===== config.mk =====
export PLATFORM = sky130hd
export DESIGN_NAME = lnvt_ring
export DESIGN_NICKNAME = d
export VERILOG_FILES = /design/src/rtl/lnvt_pkg.sv /design/src/rtl/lnvt_cell.sv /design/src/rtl/lnvt_ring.sv
export SDC_FILE = /design/constraint.sdc
export NUM_CORES = 1
export LEC_CHECK = 0
export ABC_AREA = 1
export BUFFER_PORTS_ARGS = -buffer_cell sky130_fd_sc_hd__buf_2
export CELL_PAD_IN_SITES_DETAIL_PLACEMENT = 1
export CELL_PAD_IN_SITES_GLOBAL_PLACEMENT = 1
export CORE_MARGIN = 2
export CORE_UTILIZATION = 56
export DETAILED_ROUTE_END_ITERATION = 6
export GPL_ROUTABILITY_DRIVEN = 0
export PLACE_DENSITY_LB_ADDON = 0.25
export SLEW_MARGIN = 30
export SYNTH_ARGS = -nofsm -noshare
export SYNTH_HDL_FRONTEND = slang
export SYNTH_SLANG_ARGS = --single-unit
export TNS_END_PERCENT = 1

===== constraint.sdc =====
create_clock -name clk_i -period 0.8 [get_ports clk_i]
set_input_delay 0.08 -clock clk_i [delete_from_list [all_inputs] [get_ports clk_i]]
set_output_delay 0.08 -clock clk_i [all_outputs]
set_load 0.02 [all_outputs]

===== src/rtl/lnvt_pkg.sv =====
// Package for the lane nearest vehicle tracker.
// Holds sizes, command codes and the entry type shared by all modules.
package lnvt_pkg;
  localparam int unsigned MaxVehicles = 64;
  localparam int unsigned IdW    = $clog2(MaxVehicles);
  localparam int unsigned SW     = 21;
  localparam int unsigned DW     = 14;
  localparam int unsigned VW     = 15;
  localparam int unsigned LaneW  = 4;
  localparam int unsigned SpdW   = 15;
  localparam int unsigned LwW    = 13;
  localparam int unsigned CmdW   = 2;
  localparam logic [LwW-1:0] LaneWidthReset = 13'd1024;
  localparam logic [LaneW-1:0] LaneMax = 4'd15;

  localparam logic [CmdW-1:0] CmdUpdate   = 2'd0;
  localparam logic [CmdW-1:0] CmdAhead    = 2'd1;
  localparam logic [CmdW-1:0] CmdBehind   = 2'd2;
  localparam logic [CmdW-1:0] CmdReserved = 2'd3;

  typedef struct packed {
    logic             valid;
    logic [LaneW-1:0] lane;
    logic [SW-1:0]    s;
    logic [SpdW-1:0]  speed;
  } entry_t;

  typedef struct packed {
    logic [CmdW-1:0]  command;
    logic [IdW-1:0]   vehicle_id;
    logic [SW-1:0]    position_s;
    logic [DW-1:0]    position_d;
    logic [VW-1:0]    velocity_x;
    logic [VW-1:0]    velocity_y;
    logic [LaneW-1:0] query_lane;
  } in_item_t;

  typedef struct packed {
    logic             found;
    logic [IdW-1:0]   result_id;
    logic [SW-1:0]    result_s;
    logic [LaneW-1:0] result_lane;
    logic [SpdW-1:0]  result_speed;
  } out_item_t;
endpackage


===== src/rtl/lnvt_cell.sv =====
// One table cell: holds a vehicle entry and passes the rotating ring word on.
// Depends on lnvt_pkg.
module lnvt_cell (
  input  logic                  clk_i,
  input  logic                  rst_ni,
  input  logic                  shift_i,
  input  logic                  load_i,
  input  lnvt_pkg::entry_t      load_entry_i,
  input  lnvt_pkg::entry_t      prev_i,
  output lnvt_pkg::entry_t      entry_o
);
  import lnvt_pkg::*;
  logic             valid_q;
  logic [LaneW-1:0] lane_q;
  logic [SW-1:0]    s_q;
  logic [SpdW-1:0]  speed_q;

  // The valid bit resets; the payload is undefined until written.
  always_ff @(posedge clk_i or negedge rst_ni) begin
    if (!rst_ni) begin
      valid_q <= 1'b0;
    end else if (load_i) begin
      valid_q <= load_entry_i.valid;
    end else if (shift_i) begin
      valid_q <= prev_i.valid;
    end
  end

  always_ff @(posedge clk_i) begin
    if (load_i) begin
      lane_q  <= load_entry_i.lane;
      s_q     <= load_entry_i.s;
      speed_q <= load_entry_i.speed;
    end else if (shift_i) begin
      lane_q  <= prev_i.lane;
      s_q     <= prev_i.s;
      speed_q <= prev_i.speed;
    end
  end

  assign entry_o = {valid_q, lane_q, s_q, speed_q};
endmodule


===== src/rtl/lnvt_ring.sv =====
// Ring of table cells. The table rotates one place per shift; cell 0 always
// holds the entry whose id equals the rotation count. Depends on lnvt_cell.
module lnvt_ring (
  input  logic                  clk_i,
  input  logic                  rst_ni,
  input  logic                  shift_i,
  input  logic                  load_i,
  input  lnvt_pkg::entry_t      load_entry_i,
  output lnvt_pkg::entry_t      head_o
);
  import lnvt_pkg::*;
  entry_t chain [MaxVehicles];

  // A load takes the place of the head entry as it wraps into the last cell.
  for (genvar g = 0; g < MaxVehicles; g++) begin : g_cell
    lnvt_cell u_cell (
      .clk_i        (clk_i),
      .rst_ni       (rst_ni),
      .shift_i      (shift_i),
      .load_i       (load_i && (g == MaxVehicles - 1)),
      .load_entry_i (load_entry_i),
      .prev_i       (chain[(g + 1) % MaxVehicles]),
      .entry_o      (chain[g])
    );
  end

  assign head_o = chain[0];
endmodule


==> results of run 1 <==
-- metrics by stage --
stage	total power (W)	setup TNS, ps	utilization	instances	cell area [µm²]
3_5_place_dp	0.171	-846630	0.600	5118	85100
4_1_cts	0.284	-1469180	0.661	5619	93700
2_1_floorplan	0.165	-3070	-	2984	80200
6_report	0.281	-95720	0.664	5645	94100
3_3_place_gp	0.170	-758150	0.600	5118	85100
5_1_grt	0.290	-104010	0.664	5645	94100
-- per-layer routing --
| layer | wire [µm] | vias up |
|---|---|---|
| met5 | 22 | - |
| met4 | 2720 | 4 |
| met3 | 4270 | 219 |
| met2 | 57100 | 452 |
| met1 | 53700 | 14588 |
| li1 | - | 12938 |
-- worst paths after layout --
check | depth (start not counted) | to | startpoint | slack [ps]
max reg2reg | 4 | g_cell[63].u_cell.s_q[16] | g_cell[0].u_cell.s_q[16] | -280
max | 2 | head_o[36] | g_cell[0].u_cell.lane_q[0] | -890
min reg2reg | 0 | g_cell[34].u_cell.lane_q[3] | g_cell[35].u_cell.lane_q[3] | 400
min | 3 | g_cell[46].u_cell.lane_q[3] | shift_i | -140
min in group asynchronous | 3 | g_cell[62].u_cell.valid_q | rst_ni | 320
max in group asynchronous | 4 | g_cell[30].u_cell.valid_q | rst_ni | -90
-- layout make-up --
cell class                      instances  area [µm²]  share of cell area
Sequential cell                      2624       78500               0.834
Clock buffer                          294        6230              0.0662
Timing Repair Buffer                  402        4260              0.0453
Tap cell                             1890        2360              0.0251
Clock inverter                        139        1510              0.0160
Multi-Input combinational cell        272        1130              0.0121
Inverter                               24        92.6            0.000984
-- cell families (layout without fill, tap and decap cells) --
family / count (synthesis) / count (layout) / share of synthesized area
AO/OA/AOI/OAI: 44 / 44 / 0.00322
buffers and inverters: 88 / 859 / 0.00688
flip-flops: 2624 / 2624 / 0.979
AND/OR/NAND/NOR: 228 / 228 / 0.0107
-- power by group through the flow --
stage	Combinational [W]	Clock, W	Sequential [W]
2_1_floorplan	0.00108	0	0.164
5_1_grt	0.00662	0.119	0.164
3_5_place_dp	0.00548	0	0.166
3_3_place_gp	0.00500	0	0.165
4_1_cts	0.00588	0.115	0.163
6_report	0.00602	0.112	0.163
-- tightest hold or removal path: stages --
cell	delay, ps
buf_12	80
buf_12	140
buf_4	220
-- synth_stat cells --
cell	n	area, µm²
inv_1	22	82.6
edfxtp_1	2560	76900
dfrtp_1	64	1600
nand3_1	1	5.00
buf_2	13	65.1
nand2_1	227	852
o21ai_2	10	87.6
inv_2	1	3.75
buf_6	4	45.0
buf_4	43	323
inv_4	1	6.26
buf_8	1	15.0
o21ai_0	32	160
o21ai_1	2	10.0
clkbuf_1	3	11.3
-- sequential cells by signal, indices dropped and copies added, names as in the netlist --
| name | count |
|---|---|
| g_cell.u_cell.lane_q | 256 |
| g_cell.u_cell.s_q | 1344 |
| g_cell.u_cell.valid_q | 64 |
| g_cell.u_cell.speed_q | 960 |
-- cells in the final DEF, fill, tap and decap left out --
master          Yosys  final
edfxtp_1         2560   2560
clkbuf_16           0    240
nand2_1           227    225
buf_4              43    148
buf_12              0     77
dfrtp_1            64     64
dlygate4sd3_1       0     63
clkinv_1            0     61
buf_6               4     61
clkbuf_1            3     52
buf_2              13     50
clkinv_2            0     33
o21ai_0            32     32
bufinv_16           0     30
inv_1              22     22
o21ai_2            10     10
clkinv_8            0      4
clkinvlp_4          0      4
inv_16              0      3
dlymetal6s4s_1      0      3
o21ai_1             2      2
inv_6               0      2
clkbuf_8            0      2
inv_4               1      1
inv_2               1      1
nand2_8             0      1
nand3_1             1      1
nand2_2             0      1
clkinv_16           0      1
clkinv_4            0      1
-- timing repair --
action                                  4_1_cts  5_1_grt
endpoints found under the setup margin       72     2761
hold endpoints to repair                    951       76
buffers inserted                             10       16
gates cloned                                  0        0
resized for setup                            50       54
pin swaps                                    20        2
hold buffers                                 58       10
==> summary.txt, run 1 <==
Final HPWL DP -> 60,200 µm
fin worst setup slack -> -892 ps
fin crit share -> 2.11
crit-path leading delay family -> flip-flops
Buf/Inv on CP -> 2
Layout area overhead -> 17.4%
violations in the final reports -> hold timing, setup timing
critical path peak fanout -> 2
FILL cells -> 10,729
Slew HR -> 0.604
Mapped Area -> 0.0801 mm²
Die ar. -> 0.146 mm²
FP Rows -> 138
clk buf depth -> 3
first-pass GRT wire length -> 189,000 µm
worst min-delay path category -> primary input to register
worst skew pair latency -> 840 ps
DRC violation count after routing -> 0
slowest stage delay, CP -> 500 ps
WS Path Type -> register to output port
met1 global-route usage -> 0.265
initial DRC count -> 1,880
Most Used Layer, Global Route -> met1
final setup fails -> 329
PwrDens -> 2990 mW/mm²
CP arrival -> 1610 ps
sw power -> 0.0541 W
antenna-violating nets left -> 0
routed via count -> 28,201
synthesized flop and latch total -> 2,624
Post-Syn Instances -> 2,984
DR vias/cell -> 5.00
worst vdd ir -> 2320 µV
Distinct cells, synth -> 15
number of antenna violations at the first check in global routing -> 4
number of global-route vias before repair -> 30,066
Antenna Cells -> 0
P_leak -> 32.7 nW
CTS tree -> built
grt ovf -> 0
cts bufs inserted -> 235
largest net degree at the start of global routing -> 90
sequential share of power -> 0.580
Max Cap Viol -> 0
CTS H-Tree Depth -> 4
syn nets -> 3,029
IO Port Bufs -> 85
total routed wirelength -> 118,000 µm
mean area per synthesized cell -> 26.9 µm²
RSZ-0062 raised after global routing -> yes
GRT Util Overall -> 0.172
die width -> 382 µm
Routed WL per cell -> 20.9 µm
post-synthesis sequential area ratio -> 0.979
layout cell share with drive strength beyond 1 -> 0.178
clock root cell -> clkbuf_16
grt met3 use -> 0.0302
part of the power in the clock network -> 0.399
Worst setup SP type -> register
nets@finish -> 3,604
Slew @ Worst Pin -> 591 ps
chip height -> 382 µm
clock sink count -> 2,624
critical path, cell by cell -> buf_6 > buf_6
worst slack, placed -> -429 ps
Sw Share -> 0.193
Worst EP required -> 720 ps
Worst-path clk slew -> 60 ps
minimum clock period -> 1690 ps
fin. max-slew vios -> 0
Hold Fails Final Rpt -> 37
FMAX -> 0.591 GHz
Worst Skew -> 30.8 ps
crit path capture type -> output port
Int Power -> 0.227 W
core area -> 0.142 mm²
outcome -> finished, violations left
Ports -> 86
met2 Use GR -> 0.258
worst hold slack -> -139 ps
initial core utilization -> 0.565
Combinational Power Share -> 0.021
Ys Warns -> 0
CP max stage cell -> edfxtp_1
Top cell by count, worst path -> buf_6
1st-pass router iterations -> 5
No activity file was read; power rests on OpenSTA's default activity.
==> run 2, diff against run 1 <==
--- a/config.mk
+++ b/config.mk
@@ -5,7 +5,6 @@
 export SDC_FILE = /design/constraint.sdc
 export NUM_CORES = 1
 export LEC_CHECK = 0
-export ABC_AREA = 1
 export BUFFER_PORTS_ARGS = -buffer_cell sky130_fd_sc_hd__buf_2
 export CELL_PAD_IN_SITES_DETAIL_PLACEMENT = 1
 export CELL_PAD_IN_SITES_GLOBAL_PLACEMENT = 1
==> run 2 against run 1 <==
The flow still finishes with violations (hold timing, setup timing). Count of clock-buffer cells in the layout decreased by 2. Combinational power shrank 4.2%. Sequential power hardly changed. Flip-flop and latch count stayed put. Highest routed layer unchanged.
==> summary.txt, run 2 <==
Worst Reg2Reg Path Length in Cells -> 3 (-1)
Hold Fails Final Rpt -> 62 (+68%)
Slew HR -> 0.497 (-0.107)
IO Port Bufs -> 85 (unchanged)
Die ar. -> 0.146 mm² (about the same)
synthesized flop and latch total -> 2,624 (unchanged)
worst setup path startpoint -> g_cell[0].u_cell.speed_q[3]
layout cell share with drive strength beyond 1 -> 0.218 (+0.0393)
DR vias/cell -> 4.97 (-0.55%)
core area -> 0.142 mm² (unchanged)
Yosys top cell by area -> edfxtp_1
critical path, cell by cell -> buf_6 > buf_6
clk buf depth -> 3 (unchanged)
worst skew pair latency -> 830 ps (about the same)
PwrDens -> 2990 mW/mm² (+0.13%)
dpl cells -> 4,934 (-3.6%)
leading cell types by total area after synthesis -> edfxtp_1 96%, dfrtp_1 2.0%, mux2_2 1.4%, buf_4 0.38%, buf_6 0.14%
Worst EP required -> 720 ps (about the same)
Reg with most FFs -> g_cell.u_cell.s_q
largest net degree at the start of global routing -> 68 (-24%)
WS Path Type -> register to output port
FP Rows -> 138 (unchanged)
worst hold slack -> -122 ps (+16.7 ps)
post-synthesis sequential area ratio -> 0.980 (about the same)
Max Cap Viol -> 0 (unchanged)
CP max stage cell -> edfxtp_1
Ports -> 86 (unchanged)
number of synthesized flops with an enable pin -> 2,560 (unchanged)
worst vdd ir -> 2370 µV (+2.5%)
Final Util -> 0.661 (-0.00215)
cts bufs inserted -> 239 (+1.7%)
Worst setup SP type -> register
Distinct cells, synth -> 10 (-5)
GRT Util Overall -> 0.167 (-0.00568)
crit-path leading delay family -> flip-flops
FFs w/ async S/R, synth -> 0.0244 (unchanged)
antenna-violating nets left -> 0 (unchanged)
fin crit share -> 2.14 (+0.0227)
clock root cell -> clkbuf_16
Worst-path clk slew -> 60 ps (about the same)
worst min-delay path category -> primary input to register
DP Area -> 0.0851 mm² (about the same)
fin worst setup slack -> -910 ps (-18.1 ps)
minimum clock period -> 1710 ps (+18.1 ps)
Non-Filler Instances -> 5,440 (-3.6%)
worst setup path endpoint -> head_o[3]
share of the synthesized area in the top cell type -> 0.960 (about the same)
clock sink count -> 2,624 (unchanged)
slowest stage delay, CP -> 490 ps (about the same)
Worst Skew -> 23.4 ps (-7.46 ps)
Antenna Cells -> 0 (unchanged)
max reg flops -> 1,344 (unchanged)
Synth Flop Type -> edfxtp_1
chip height -> 382 µm (about the same)
biggest regs -> g_cell.u_cell.s_q (1344), g_cell.u_cell.speed_q (960), g_cell.u_cell.lane_q (256)
CP arrival -> 1630 ps (+20 ps)
violations in the final reports -> hold timing, setup timing
crit path capture type -> output port
fin. max-slew vios -> 0 (unchanged)
Crit path depth -> 2 (unchanged)
reg-to-reg endpoint -> g_cell[63].u_cell.s_q[14]
DRC violation count after routing -> 0 (unchanged)
FMAX -> 0.585 GHz (-1.1%)
die width -> 382 µm (about the same)
Mapped Area -> 0.0801 mm² (about the same)
grt ovf -> 0 (unchanged)
Slew @ Worst Pin -> 751 ps (+160 ps)
routed via count -> 27,027 (-4.2%)
CTS tree -> built
Post-Syn Instances -> 2,784 (-6.7%)
outcome -> finished, violations left
critical path peak fanout -> 2 (unchanged)
nets@finish -> 3,398 (-5.7%)
final setup fails -> 2,705 (+720%)
final instance area -> 0.0938 mm² (-0.32%)
initial core utilization -> 0.565 (about the same)
Ys Warns -> 0 (unchanged)
number of antenna violations at the first check in global routing -> 2 (-2)
most frequent cells after synthesis -> 2,560 x edfxtp_1, 103 x mux2_2, 64 x dfrtp_1
Final HPWL DP -> 58,100 µm (-3.6%)
reg-to-reg startpoint -> g_cell[0].u_cell.s_q[14]
mean area per synthesized cell -> 28.8 µm² (+7.1%)
P_leak -> 32.4 nW (-0.92%)
most common cell after layout, fill and taps aside -> edfxtp_1
count leader, synth -> edfxtp_1
most frequent cells in the layout -> 2,560 x edfxtp_1, 241 x clkbuf_16, 150 x buf_4
Top cell by count, worst path -> buf_6
initial DRC count -> 1,834 (-2.4%)
first-pass GRT wire length -> 182,000 µm (-3.6%)
Buf/Inv on CP -> 2 (unchanged)
Layout area overhead -> 17.1%
total routed wirelength -> 114,000 µm (-3.2%)
1st-pass router iterations -> 5 (unchanged)
Routed WL per cell -> 21.0 µm (+0.41%)
syn nets -> 2,829 (-6.6%)
RSZ-0062 raised after global routing -> yes
Reg2Reg Setup Slack -> -480 ps (-200 ps)
CTS H-Tree Depth -> 4 (unchanged)
number of global-route vias before repair -> 28,704 (-4.5%)
## run 2: timing repair
| item | CTS | global route |
|---|---|---|
| setup buffers | 1 | 19 |
| endpoints found under the setup margin | 81 | 2705 |
| hold endpoints to repair | 1095 | 125 |
| hold buffers | 46 | 2 |
| gates resized for setup | 60 | 28 |
## run 2: metal layers
metal / vias up / routed length [µm] / GRT usage
li1: 12412 / - / -
met1: 14030 / 52500 / 0.257
met2: 394 / 55200 / 0.249
met3: 189 / 3860 / 0.0300
met4: 2 / 2450 / 0.0521
met5: - / 13 / 0
## run 2: worst register-to-register path, delay by kind of cell (launching register included)
family                 cells  cell delay, ps
DFF                        1             460
buffers and inverters      2             310
muxes                      1             260
## run 2: logic make-up after synthesis
kind of cell,Yosys count,synth area share
flops,2624,0.980
compound gates,1,0.0000624
mux,104,0.0146
buf+inv,53,0.00537
simple gates,2,0.000125
## run 2: worst min path at each step
stage	startpoint	depth (start not counted)	endpoint
CTS	load_i	3	g_cell[63].u_cell.s_q[2]
floorplan	rst_ni	0	g_cell[0].u_cell.valid_q
global route	load_i	3	g_cell[63].u_cell.s_q[2]
detailed placement	rst_ni	2	g_cell[26].u_cell.valid_q
global placement	rst_ni	2	g_cell[38].u_cell.valid_q
finish	load_i	3	g_cell[63].u_cell.s_q[2]
## run 2: power by group
part	total [W]	internal, W	switching [W]
logic	0.00577	0.00235	0.00342
registers	0.163	0.160	0.00294
clock network	0.112	0.0639	0.0477
## run 2: layout make-up
type	instances	area (µm²)
well taps	1890	2360
repair buffers	381	4030
fillers	10588	48000
clock inverters	146	1470
clock buffers	292	6220
flip-flops and latches	2624	78500
multi-input cells	107	1190
## run 2: through the flow
stage	hold WS (ps)	power [W]	setup TNS [ps]	setup WS, ps
after floorplan	-216	0.165	-13180	-245
after global placement	101	0.170	-791330	-385
after detailed placement	122	0.171	-862170	-423
after CTS	-188	0.284	-1716460	-1020
after global routing	-160	0.289	-1400670	-978
final	-122	0.280	-1360180	-910
